--- config.mk ---
export PLATFORM = sky130hd
export DESIGN_NAME = sensor_frame_deframer_core_flat
export DESIGN_NICKNAME = d
export VERILOG_FILES = /design/src/hw/rtl/sfd_pkg.sv /design/src/hw/rtl/sfd_ifs.sv /design/src/hw/rtl/sfd_ctrl.sv /design/src/hw/rtl/sfd_dp.sv /design/src/hw/rtl/sensor_frame_deframer_core.sv /design/src/flat_wrapper.sv
export SDC_FILE = /design/constraint.sdc
export NUM_CORES = 1
export LEC_CHECK = 0
export ABC_AREA = 1
export ABC_CLOCK_PERIOD_IN_PS = 3630
export CAP_MARGIN = 20
export CORE_ASPECT_RATIO = 0.5
export CORE_MARGIN = 8
export CORE_UTILIZATION = 45
export DETAILED_ROUTE_END_ITERATION = 16
export DONT_BUFFER_PORTS = 1
export GPL_TIMING_DRIVEN = 0
export PLACE_DENSITY_LB_ADDON = 0.12
export SYNTH_ARGS = -nofsm -noshare
export SYNTH_HDL_FRONTEND = slang
export SYNTH_SLANG_ARGS = --single-unit
export TNS_END_PERCENT = 5
--- constraint.sdc ---
create_clock -name clk -period 3.63 [get_ports clk]
set_clock_uncertainty 0.2 [all_clocks]
set_input_delay 0.9075 -clock clk [delete_from_list [all_inputs] [get_ports clk]]
set_output_delay 0.9075 -clock clk [all_outputs]
set_load 0.02 [all_outputs]
--- src/hw/rtl/sfd_pkg.sv ---
// shared types and constants of the sensor frame deframer
package sfd_pkg;

    localparam int BYTE_W = 8;
    localparam int WORD_W = 16;
    localparam int IDX_W  = 4;

    // configuration port
    localparam int CFG_IDX_W = 1;
    localparam logic [CFG_IDX_W-1:0] CFG_SYNC_FIRST  = 1'd0;
    localparam logic [CFG_IDX_W-1:0] CFG_SYNC_SECOND = 1'd1;

    localparam logic [BYTE_W-1:0] SYNC_FIRST_RST  = 8'd147;
    localparam logic [BYTE_W-1:0] SYNC_SECOND_RST = 8'd224;

    // commands from the controller, each already qualified by its handshake
    typedef struct packed {
        logic hunt;       // restart sums and byte count
        logic take_id;
        logic take_len;
        logic take_pay;
        logic take_cklo;
        logic take_ckhi;  // clears the word counter
        logic rd;         // read one word from the payload store
        logic load;       // move read data into the output register
    } sfd_cmd_t;

    // status from the datapath
    typedef struct packed {
        logic is_sync1;
        logic is_sync2;
        logic len_zero;
        logic count_done;
        logic check_ok;
        logic out_free;
        logic last;
    } sfd_stat_t;

endpackage

--- src/hw/rtl/sfd_ifs.sv ---
// valid/ready channel interfaces for received bytes and decoded words
interface sfd_byte_if;
    import sfd_pkg::*;
    logic              valid;
    logic              ready;
    logic [BYTE_W-1:0] rx_byte;

    modport source (output valid, output rx_byte, input ready);
    modport sink (input valid, input rx_byte, output ready);
endinterface

interface sfd_word_if;
    import sfd_pkg::*;
    logic              valid;
    logic              ready;
    logic [BYTE_W-1:0] frame_kind;
    logic [IDX_W-1:0]  word_index;
    logic [WORD_W-1:0] word_value;
    logic              last_word;

    modport source (output valid, output frame_kind, output word_index,
                    output word_value, output last_word, input ready);
    modport sink (input valid, input frame_kind, input word_index,
                  input word_value, input last_word, output ready);
endinterface

--- src/hw/rtl/sfd_ctrl.sv ---
// frame parsing controller: phase state machine and word emission sequencing
module sfd_ctrl
    import sfd_pkg::*;
(
    input  logic      clk,
    input  logic      rst_n,
    input  logic      in_valid,
    output logic      in_ready,
    input  sfd_stat_t stat,
    output sfd_cmd_t  cmd
);

    typedef enum logic [8:0] {
        ST_HUNT    = 9'b000000001,
        ST_SYNC2   = 9'b000000010,
        ST_ID      = 9'b000000100,
        ST_LEN     = 9'b000001000,
        ST_PAY     = 9'b000010000,
        ST_CKLO    = 9'b000100000,
        ST_CKHI    = 9'b001000000,
        ST_EMIT_RD = 9'b010000000,
        ST_EMIT_LD = 9'b100000000
    } state_t;

    state_t state_reg;
    state_t state_next;
    logic   acc;

    // input is held off only while a frame's words go out
    assign in_ready = (state_reg != ST_EMIT_RD) && (state_reg != ST_EMIT_LD);
    assign acc      = in_valid && in_ready;

    // next state and commands
    always_comb
    begin
        state_next = state_reg;
        cmd        = '0;
        unique case (state_reg)
            ST_SYNC2:
            begin
                if (acc)
                begin
                    if (stat.is_sync2)
                    begin
                        state_next = ST_ID;
                    end
                    else if (!stat.is_sync1)
                    begin
                        state_next = ST_HUNT;
                    end
                end
            end
            ST_ID:
            begin
                if (acc)
                begin
                    cmd.take_id = 1'b1;
                    state_next  = ST_LEN;
                end
            end
            ST_LEN:
            begin
                if (acc)
                begin
                    cmd.take_len = 1'b1;
                    state_next   = stat.len_zero ? ST_CKLO : ST_PAY;
                end
            end
            ST_PAY:
            begin
                if (acc)
                begin
                    cmd.take_pay = 1'b1;
                    if (stat.count_done)
                    begin
                        state_next = ST_CKLO;
                    end
                end
            end
            ST_CKLO:
            begin
                if (acc)
                begin
                    cmd.take_cklo = 1'b1;
                    state_next    = ST_CKHI;
                end
            end
            ST_CKHI:
            begin
                if (acc)
                begin
                    cmd.take_ckhi = 1'b1;
                    state_next    = stat.check_ok ? ST_EMIT_RD : ST_HUNT;
                end
            end
            ST_EMIT_RD:
            begin
                cmd.rd     = 1'b1;
                state_next = ST_EMIT_LD;
            end
            ST_EMIT_LD:
            begin
                if (stat.out_free)
                begin
                    cmd.load   = 1'b1;
                    state_next = stat.last ? ST_HUNT : ST_EMIT_RD;
                end
            end
            default:
            begin
                // hunting, also the landing place for any stray encoding
                if (acc)
                begin
                    cmd.hunt   = 1'b1;
                    state_next = stat.is_sync1 ? ST_SYNC2 : ST_HUNT;
                end
            end
        endcase
    end

    // state register
    always_ff @(posedge clk or negedge rst_n)
    begin
        if (!rst_n)
        begin
            state_reg <= ST_HUNT;
        end
        else
        begin
            state_reg <= state_next;
        end
    end

endmodule

--- src/hw/rtl/sfd_dp.sv ---
// frame parsing datapath: sync registers, checksums, payload store, output register
module sfd_dp
    import sfd_pkg::*;
#(
    parameter int POT_WORDS    = 10,
    parameter int ANALOG_WORDS = 5
)
(
    input  logic                 clk,
    input  logic                 rst_n,
    input  logic                 cfg_we,
    input  logic [CFG_IDX_W-1:0] cfg_index,
    input  logic [BYTE_W-1:0]    cfg_wdata,
    input  logic [BYTE_W-1:0]    rx_byte,
    input  sfd_cmd_t             cmd,
    output sfd_stat_t            stat,
    input  logic                 out_ready,
    output logic                 out_valid,
    output logic [BYTE_W-1:0]    frame_kind,
    output logic [IDX_W-1:0]     word_index,
    output logic [WORD_W-1:0]    word_value,
    output logic                 last_word
);

    localparam int TOTAL_WORDS = POT_WORDS + ANALOG_WORDS;
    localparam int STORE_BYTES = 2 * TOTAL_WORDS;
    localparam int DEPTH       = (TOTAL_WORDS > 0) ? TOTAL_WORDS : 1;
    localparam int AW          = (DEPTH > 1) ? $clog2(DEPTH) : 1;
    localparam int CW          = $clog2(DEPTH + 1);

    logic [BYTE_W-1:0] sync_first_reg;
    logic [BYTE_W-1:0] sync_second_reg;
    logic [BYTE_W-1:0] frame_id_reg;
    logic [BYTE_W-1:0] frame_len_reg;
    logic [BYTE_W-1:0] byte_count_reg;
    logic [BYTE_W-1:0] sum_a_reg;
    logic [BYTE_W-1:0] sum_b_reg;
    logic [BYTE_W-1:0] check_low_reg;
    logic [BYTE_W-1:0] sum_a_next;
    logic [BYTE_W-1:0] sum_b_next;
    logic [CW-1:0]     word_cnt_reg;

    logic [BYTE_W-1:0] mem_lo [DEPTH];
    logic [BYTE_W-1:0] mem_hi [DEPTH];
    logic [DEPTH-1:0]  lo_vld_reg;
    logic [DEPTH-1:0]  hi_vld_reg;
    logic [BYTE_W-1:0] rd_lo_reg;
    logic [BYTE_W-1:0] rd_hi_reg;
    logic              rd_lo_vld_reg;
    logic              rd_hi_vld_reg;

    logic              store_en;
    logic [AW-1:0]     waddr;
    logic [AW-1:0]     raddr;
    logic [CW+IDX_W-1:0] idx_ext;

    logic              out_valid_reg;
    logic [BYTE_W-1:0] frame_kind_reg;
    logic [IDX_W-1:0]  word_index_reg;
    logic [WORD_W-1:0] word_value_reg;
    logic              last_word_reg;

    // running sums over id, length and payload
    assign sum_a_next = sum_a_reg + rx_byte;
    assign sum_b_next = sum_b_reg + sum_a_next;

    assign store_en = ({1'b0, byte_count_reg} < (BYTE_W + 1)'(STORE_BYTES));
    assign waddr    = byte_count_reg[AW:1];
    assign raddr    = word_cnt_reg[AW-1:0];
    assign idx_ext  = {{IDX_W{1'b0}}, word_cnt_reg};

    // status to the controller
    always_comb
    begin
        stat.is_sync1   = (rx_byte == sync_first_reg);
        stat.is_sync2   = (rx_byte == sync_second_reg);
        stat.len_zero   = (rx_byte == '0);
        stat.count_done = (({1'b0, byte_count_reg} + 9'd1) >= {1'b0, frame_len_reg});
        stat.check_ok   = (TOTAL_WORDS > 0) && (sum_a_reg == check_low_reg)
                          && (sum_b_reg == rx_byte);
        stat.out_free   = !out_valid_reg || out_ready;
        stat.last       = (word_cnt_reg == CW'(TOTAL_WORDS - 1));
    end

    // configuration registers
    always_ff @(posedge clk or negedge rst_n)
    begin
        if (!rst_n)
        begin
            sync_first_reg  <= SYNC_FIRST_RST;
            sync_second_reg <= SYNC_SECOND_RST;
        end
        else if (cfg_we)
        begin
            if (cfg_index == CFG_SYNC_FIRST)
            begin
                sync_first_reg <= cfg_wdata;
            end
            if (cfg_index == CFG_SYNC_SECOND)
            begin
                sync_second_reg <= cfg_wdata;
            end
        end
    end

    // frame header, count and checksum registers
    always_ff @(posedge clk or negedge rst_n)
    begin
        if (!rst_n)
        begin
            byte_count_reg <= '0;
            sum_a_reg      <= '0;
            sum_b_reg      <= '0;
            word_cnt_reg   <= '0;
        end
        else
        begin
            if (cmd.hunt)
            begin
                byte_count_reg <= '0;
                sum_a_reg      <= '0;
                sum_b_reg      <= '0;
            end
            if (cmd.take_id || cmd.take_len || cmd.take_pay)
            begin
                sum_a_reg <= sum_a_next;
                sum_b_reg <= sum_b_next;
            end
            if (cmd.take_pay)
            begin
                byte_count_reg <= byte_count_reg + 8'd1;
            end
            if (cmd.take_ckhi)
            begin
                word_cnt_reg <= '0;
            end
            else if (cmd.load)
            begin
                word_cnt_reg <= word_cnt_reg + 1'b1;
            end
        end
    end

    // header payload registers
    always_ff @(posedge clk)
    begin
        if (cmd.take_id)
        begin
            frame_id_reg <= rx_byte;
        end
        if (cmd.take_len)
        begin
            frame_len_reg <= rx_byte;
        end
        if (cmd.take_cklo)
        begin
            check_low_reg <= rx_byte;
        end
    end

    // payload store, split into low and high byte of each word
    always_ff @(posedge clk)
    begin
        if (cmd.take_pay && store_en)
        begin
            if (byte_count_reg[0])
            begin
                mem_hi[waddr] <= rx_byte;
            end
            else
            begin
                mem_lo[waddr] <= rx_byte;
            end
        end
        if (cmd.rd)
        begin
            rd_lo_reg <= mem_lo[raddr];
            rd_hi_reg <= mem_hi[raddr];
        end
    end

    // written marks: an entry never written reads as zero
    always_ff @(posedge clk or negedge rst_n)
    begin
        if (!rst_n)
        begin
            lo_vld_reg    <= '0;
            hi_vld_reg    <= '0;
            rd_lo_vld_reg <= 1'b0;
            rd_hi_vld_reg <= 1'b0;
        end
        else
        begin
            if (cmd.take_pay && store_en)
            begin
                if (byte_count_reg[0])
                begin
                    hi_vld_reg[waddr] <= 1'b1;
                end
                else
                begin
                    lo_vld_reg[waddr] <= 1'b1;
                end
            end
            if (cmd.rd)
            begin
                rd_lo_vld_reg <= lo_vld_reg[raddr];
                rd_hi_vld_reg <= hi_vld_reg[raddr];
            end
        end
    end

    // output register
    always_ff @(posedge clk or negedge rst_n)
    begin
        if (!rst_n)
        begin
            out_valid_reg <= 1'b0;
        end
        else if (cmd.load)
        begin
            out_valid_reg <= 1'b1;
        end
        else if (out_ready)
        begin
            out_valid_reg <= 1'b0;
        end
    end

    always_ff @(posedge clk)
    begin
        if (cmd.load)
        begin
            frame_kind_reg <= frame_id_reg;
            word_index_reg <= idx_ext[IDX_W-1:0];
            word_value_reg <= {(rd_hi_vld_reg ? rd_hi_reg : 8'd0),
                               (rd_lo_vld_reg ? rd_lo_reg : 8'd0)};
            last_word_reg  <= stat.last;
        end
    end

    assign out_valid  = out_valid_reg;
    assign frame_kind = frame_kind_reg;
    assign word_index = word_index_reg;
    assign word_value = word_value_reg;
    assign last_word  = last_word_reg;

endmodule

--- src/hw/rtl/sensor_frame_deframer_core.sv ---
// top level of the sensor frame deframer
// Takes received serial bytes, finds the two sync bytes (a repeated first sync byte keeps
// waiting), then reads id, length, payload and low/high check bytes, with two 8-bit
// Fletcher-style sums over id, length and payload. On a match the block sends
// POT_WORDS + ANALOG_WORDS little-endian 16-bit words built from the first payload bytes,
// pot words first; bytes beyond the store are summed only, and a short frame sends older
// stored bytes (zero after reset). A good frame then holds the byte input off while its
// words go out, including any output stall: each word needs a read of the single-port
// payload store with registered read data, then a load of the output register. The last
// word may still wait at the output while the next bytes come in. No clearing pass after
// reset: per-entry written marks cover the store.
module sensor_frame_deframer_core
    import sfd_pkg::*;
#(
    parameter int POT_WORDS    = 10,
    parameter int ANALOG_WORDS = 5
)
(
    input  logic                 clk,
    input  logic                 rst_n,
    input  logic                 cfg_we,
    input  logic [CFG_IDX_W-1:0] cfg_index,
    input  logic [BYTE_W-1:0]    cfg_wdata,
    sfd_byte_if.sink             in_ch,
    sfd_word_if.source           out_ch
);

    sfd_cmd_t  cmd;
    sfd_stat_t stat;

    // phase controller
    sfd_ctrl u_ctrl (
        .clk      (clk),
        .rst_n    (rst_n),
        .in_valid (in_ch.valid),
        .in_ready (in_ch.ready),
        .stat     (stat),
        .cmd      (cmd)
    );

    // datapath
    sfd_dp #(
        .POT_WORDS    (POT_WORDS),
        .ANALOG_WORDS (ANALOG_WORDS)
    ) u_dp (
        .clk        (clk),
        .rst_n      (rst_n),
        .cfg_we     (cfg_we),
        .cfg_index  (cfg_index),
        .cfg_wdata  (cfg_wdata),
        .rx_byte    (in_ch.rx_byte),
        .cmd        (cmd),
        .stat       (stat),
        .out_ready  (out_ch.ready),
        .out_valid  (out_ch.valid),
        .frame_kind (out_ch.frame_kind),
        .word_index (out_ch.word_index),
        .word_value (out_ch.word_value),
        .last_word  (out_ch.last_word)
    );

endmodule
--- src/flat_wrapper.sv ---
// flat-port wrapper written by rule: the top's interface ports become plain ports
module sensor_frame_deframer_core_flat import sfd_pkg::*;
#(
    parameter int POT_WORDS    = 10,
    parameter int ANALOG_WORDS = 5
)
  (clk, rst_n, cfg_we, cfg_index, cfg_wdata, in_ch_valid, in_ch_rx_byte, in_ch_ready, out_ch_valid, out_ch_frame_kind, out_ch_word_index, out_ch_word_value, out_ch_last_word, out_ch_ready);
  sfd_byte_if in_ch_i ();
  sfd_word_if out_ch_i ();
  input  logic clk;
  input  logic rst_n;
  input  logic cfg_we;
  input  logic [CFG_IDX_W-1:0] cfg_index;
  input  logic [BYTE_W-1:0] cfg_wdata;
  input wire logic [$bits(in_ch_i.valid)-1:0] in_ch_valid;
  input wire logic [$bits(in_ch_i.rx_byte)-1:0] in_ch_rx_byte;
  output wire logic [$bits(in_ch_i.ready)-1:0] in_ch_ready;
  output wire logic [$bits(out_ch_i.valid)-1:0] out_ch_valid;
  output wire logic [$bits(out_ch_i.frame_kind)-1:0] out_ch_frame_kind;
  output wire logic [$bits(out_ch_i.word_index)-1:0] out_ch_word_index;
  output wire logic [$bits(out_ch_i.word_value)-1:0] out_ch_word_value;
  output wire logic [$bits(out_ch_i.last_word)-1:0] out_ch_last_word;
  input wire logic [$bits(out_ch_i.ready)-1:0] out_ch_ready;
  assign in_ch_i.valid = in_ch_valid;
  assign in_ch_i.rx_byte = in_ch_rx_byte;
  assign in_ch_ready = in_ch_i.ready;
  assign out_ch_valid = out_ch_i.valid;
  assign out_ch_frame_kind = out_ch_i.frame_kind;
  assign out_ch_word_index = out_ch_i.word_index;
  assign out_ch_word_value = out_ch_i.word_value;
  assign out_ch_last_word = out_ch_i.last_word;
  assign out_ch_i.ready = out_ch_ready;
  sensor_frame_deframer_core #(.POT_WORDS(POT_WORDS), .ANALOG_WORDS(ANALOG_WORDS)) u_core (.clk(clk), .rst_n(rst_n), .cfg_we(cfg_we), .cfg_index(cfg_index), .cfg_wdata(cfg_wdata), .in_ch(in_ch_i), .out_ch(out_ch_i));
endmodule
==> results.json <==
{
  "status": "finished, final reports clean",
  "critical-path-max-stage-delay_ns": 0.77,
  "total_power_mw": 11.5,
  "crit_path_max_fanout": 10,
  "reg2reg_from": "u_core.u_ctrl.state_reg[0]",
  "cts_max_level": 2,
  "crit_type": "reg -> reg",
  "min_path_type": "in -> async",
  "arrival_ns": 3.09,
  "cpMaxStageDelayCell": "nor2_1",
  "synth_top_area_frac": 0.546,
  "synth_edf_count": 309,
  "root_buffer": "clkbuf_16",
  "synth_ff_type": "edfxtp_1",
  "seq_area_um2": 11400,
  "hold_buffers": 1,
  "crit_path_cell_trace": "inv_2, nand2_2, nor2_8, nand3_2, nand2_4, nor2_8, nand2_8, inv_8, nand3_4, buf_8, nor2_1",
  "clk_path_buf_depth": 3,
  "synth.distinct_cells": 47,
  "cts_made_buffers": 37,
  "yosysMostFrequentCell": "nand2_1",
  "fin_ws_ns": 0.492,
  "async_flop_share": 0.218,
  "syn-cell-area_um2": 17000,
  "dpl.hpwl_um": 29200,
  "post_cts_buffers": 0,
  "drc": 0,
  "synthTopCellsByArea": "edfxtp_1 (55%), dfrtp_1 (11%), nand2_1 (7.7%)",
  "p_leak_nw": 7.35,
  "p_per_area_nw_per_um2": 610,
  "end_kind": "register",
  "ir_drop_v": 0.000341,
  "drv_cap": 0,
  "core_region_area_um2": 37300,
  "dp_slack_ns": 0.0607,
  "drt_pass1_iterations": 5,
  "io_pins": 53,
  "cts_tree": "yes",
  "num-fill-cells": 3242,
  "place_congestion": 0.861,
  "worstSkewPairLatency_ns": 0.55,
  "portBuffers": 0,
  "hold_viol_final": 0,
  "fin_area_um2": 18900,
  "synth_nets": 1558,
  "grt_pass1_wl_um": 66800,
  "drt_wl_total_um": 43700,
  "track_usage": 0.193,
  "min_period_ns": 3.14,
  "postRouteAntennaNets": 0,
  "yosysTopAreaCell": "edfxtp_1",
  "grt_pass1_vias": 11100,
  "postSynthAreaPerCell_um2": 11.3,
  "grt_start_max_net_pins": 87,
  "grt_antenna_before_repair": 1,
  "vias": 11300,
  "dpl_cell_area_um2": 17700,
  "drive_gt1_frac": 0.0773,
  "tightestPinTransition_ns": 1.11,
  "slew_viol_final": 0,
  "crit_required_ns": 3.58,
  "die_w_um": 291,
  "cts.sinks": 395,
  "die_y_um": 153,
  "num_rows": 50,
  "grt.overflow.total": 0,
  "ctsResizeCount": 0,
  "nNetsFinal": 1600,
  "tns_ns": 0,
  "drt-initial-drc-count": 1110,
  "synthCells": 1509,
  "clk_pin_slew_ns": 0.06,
  "crit_path_frequent_cell": "nor2_8",
  "startpoint_type": "register",
  "syn2layout_area_growth_pct": 11.2,
  "avgRoutedWirePerCell_um": 21.1,
  "dieArea_um2": 44600,
  "yosys_register_bits": 395,
  "fmax_ghz": 0.319,
  "synth_common_cells": "nand2_1 (350), edfxtp_1 (309), nor2_1 (163)",
  "setup_viol": 0,
  "start_util": 0.456,
  "yosysSeqAreaShare": 0.673,
  "multi_input_area_um2": 4900,
  "hold_ws_ns": 0.0865,
  "rsz0062_at_grt": "false",
  "crit_start": "u_core.u_ctrl.state_reg[0]",
  "yosys_warnings": 0,
  "routed_via_density": 5.44,
  "slew_headroom": 0.254,
  "fin_crit_sh": 0.864
}
[report_power, final]
group	switching (mW)	leakage, nW	internal [mW]
sequential	0.0542	3.87	4.99
combinational	1.90	2.90	0.661
clock	1.70	0.584	2.23
total	3.65	7.35	7.88
[worst max-delay path, delay by kind of cell, from the launching register on]
family	cells	cell delay (ns)
buf+inv	3	0.34
flops	1	0.54
simple gates	8	1.64
[stage by stage]
| step | std cells | utilization |
|---|---|---|
| 3_3_place_gp | 2003 | 0.472 |
| 5_1_grt | 2073 | 0.507 |
| 6_report | 2075 | 0.507 |
| 4_1_cts | 2073 | 0.507 |
| 3_5_place_dp | 2005 | 0.474 |
| 2_1_floorplan | 1509 | - |
[per-layer routing]
layer	vias up	part of all wire	track usage
met3	62	0.079	0.0523
met1	5544	0.47	0.278
met2	380	0.43	0.292
met4	0	0.017	0.0430
met5	-	0	0
li1	5295	-	-
[final cells by class]
class / instances / share of cell area
diodes: 2 / 0.000265
plain buffers: 63 / 0.0144
clock buffers: 50 / 0.0527
clock inverters: 17 / 0.0111
inverters: 104 / 0.0211
multi-input cells: 947 / 0.259
flip-flops and latches: 395 / 0.606
well taps: 494 / 0.0327
repair buffers: 3 / 0.00311
[final timing paths]
kind                       slack, ns  cells after the start                             end
max                             0.49                     11       u_core.u_dp.mem_hi[11][7]
min                             0.09                      1   u_core.u_dp.byte_count_reg[6]
max reg2reg                     0.49                     11       u_core.u_dp.mem_hi[11][7]
min reg2reg                     0.22                      0       u_core.u_dp.frame_kind[6]
max in group asynchronous       2.76                      1  u_core.u_dp.sync_second_reg[7]
min in group clk                0.22                      0       u_core.u_dp.frame_kind[6]
[cell usage in the layout, fill, tap and decap left out, drive strengths merged, types with 21 or more instances in the layout]
cell	count
ha	25
or2	21
o21ai	129
clkbuf	98
nor2	180
xor2	32
nand4	24
edfxtp	309
nand2	355
nand3	76
dfrtp	78
inv	103
[kinds of logic after synthesis]
| kind of cell | Yosys count | share of synthesized area |
|---|---|---|
| buffers and inverters | 167 | 0.0394 |
| adders and majority gates | 27 | 0.0208 |
| and+or+nand+nor | 670 | 0.174 |
| DFF | 395 | 0.673 |
| AOI/OAI and AO/OA | 207 | 0.0705 |
| xor gates and xnor gates | 43 | 0.0222 |
No activity file was read; power rests on OpenSTA's default activity.
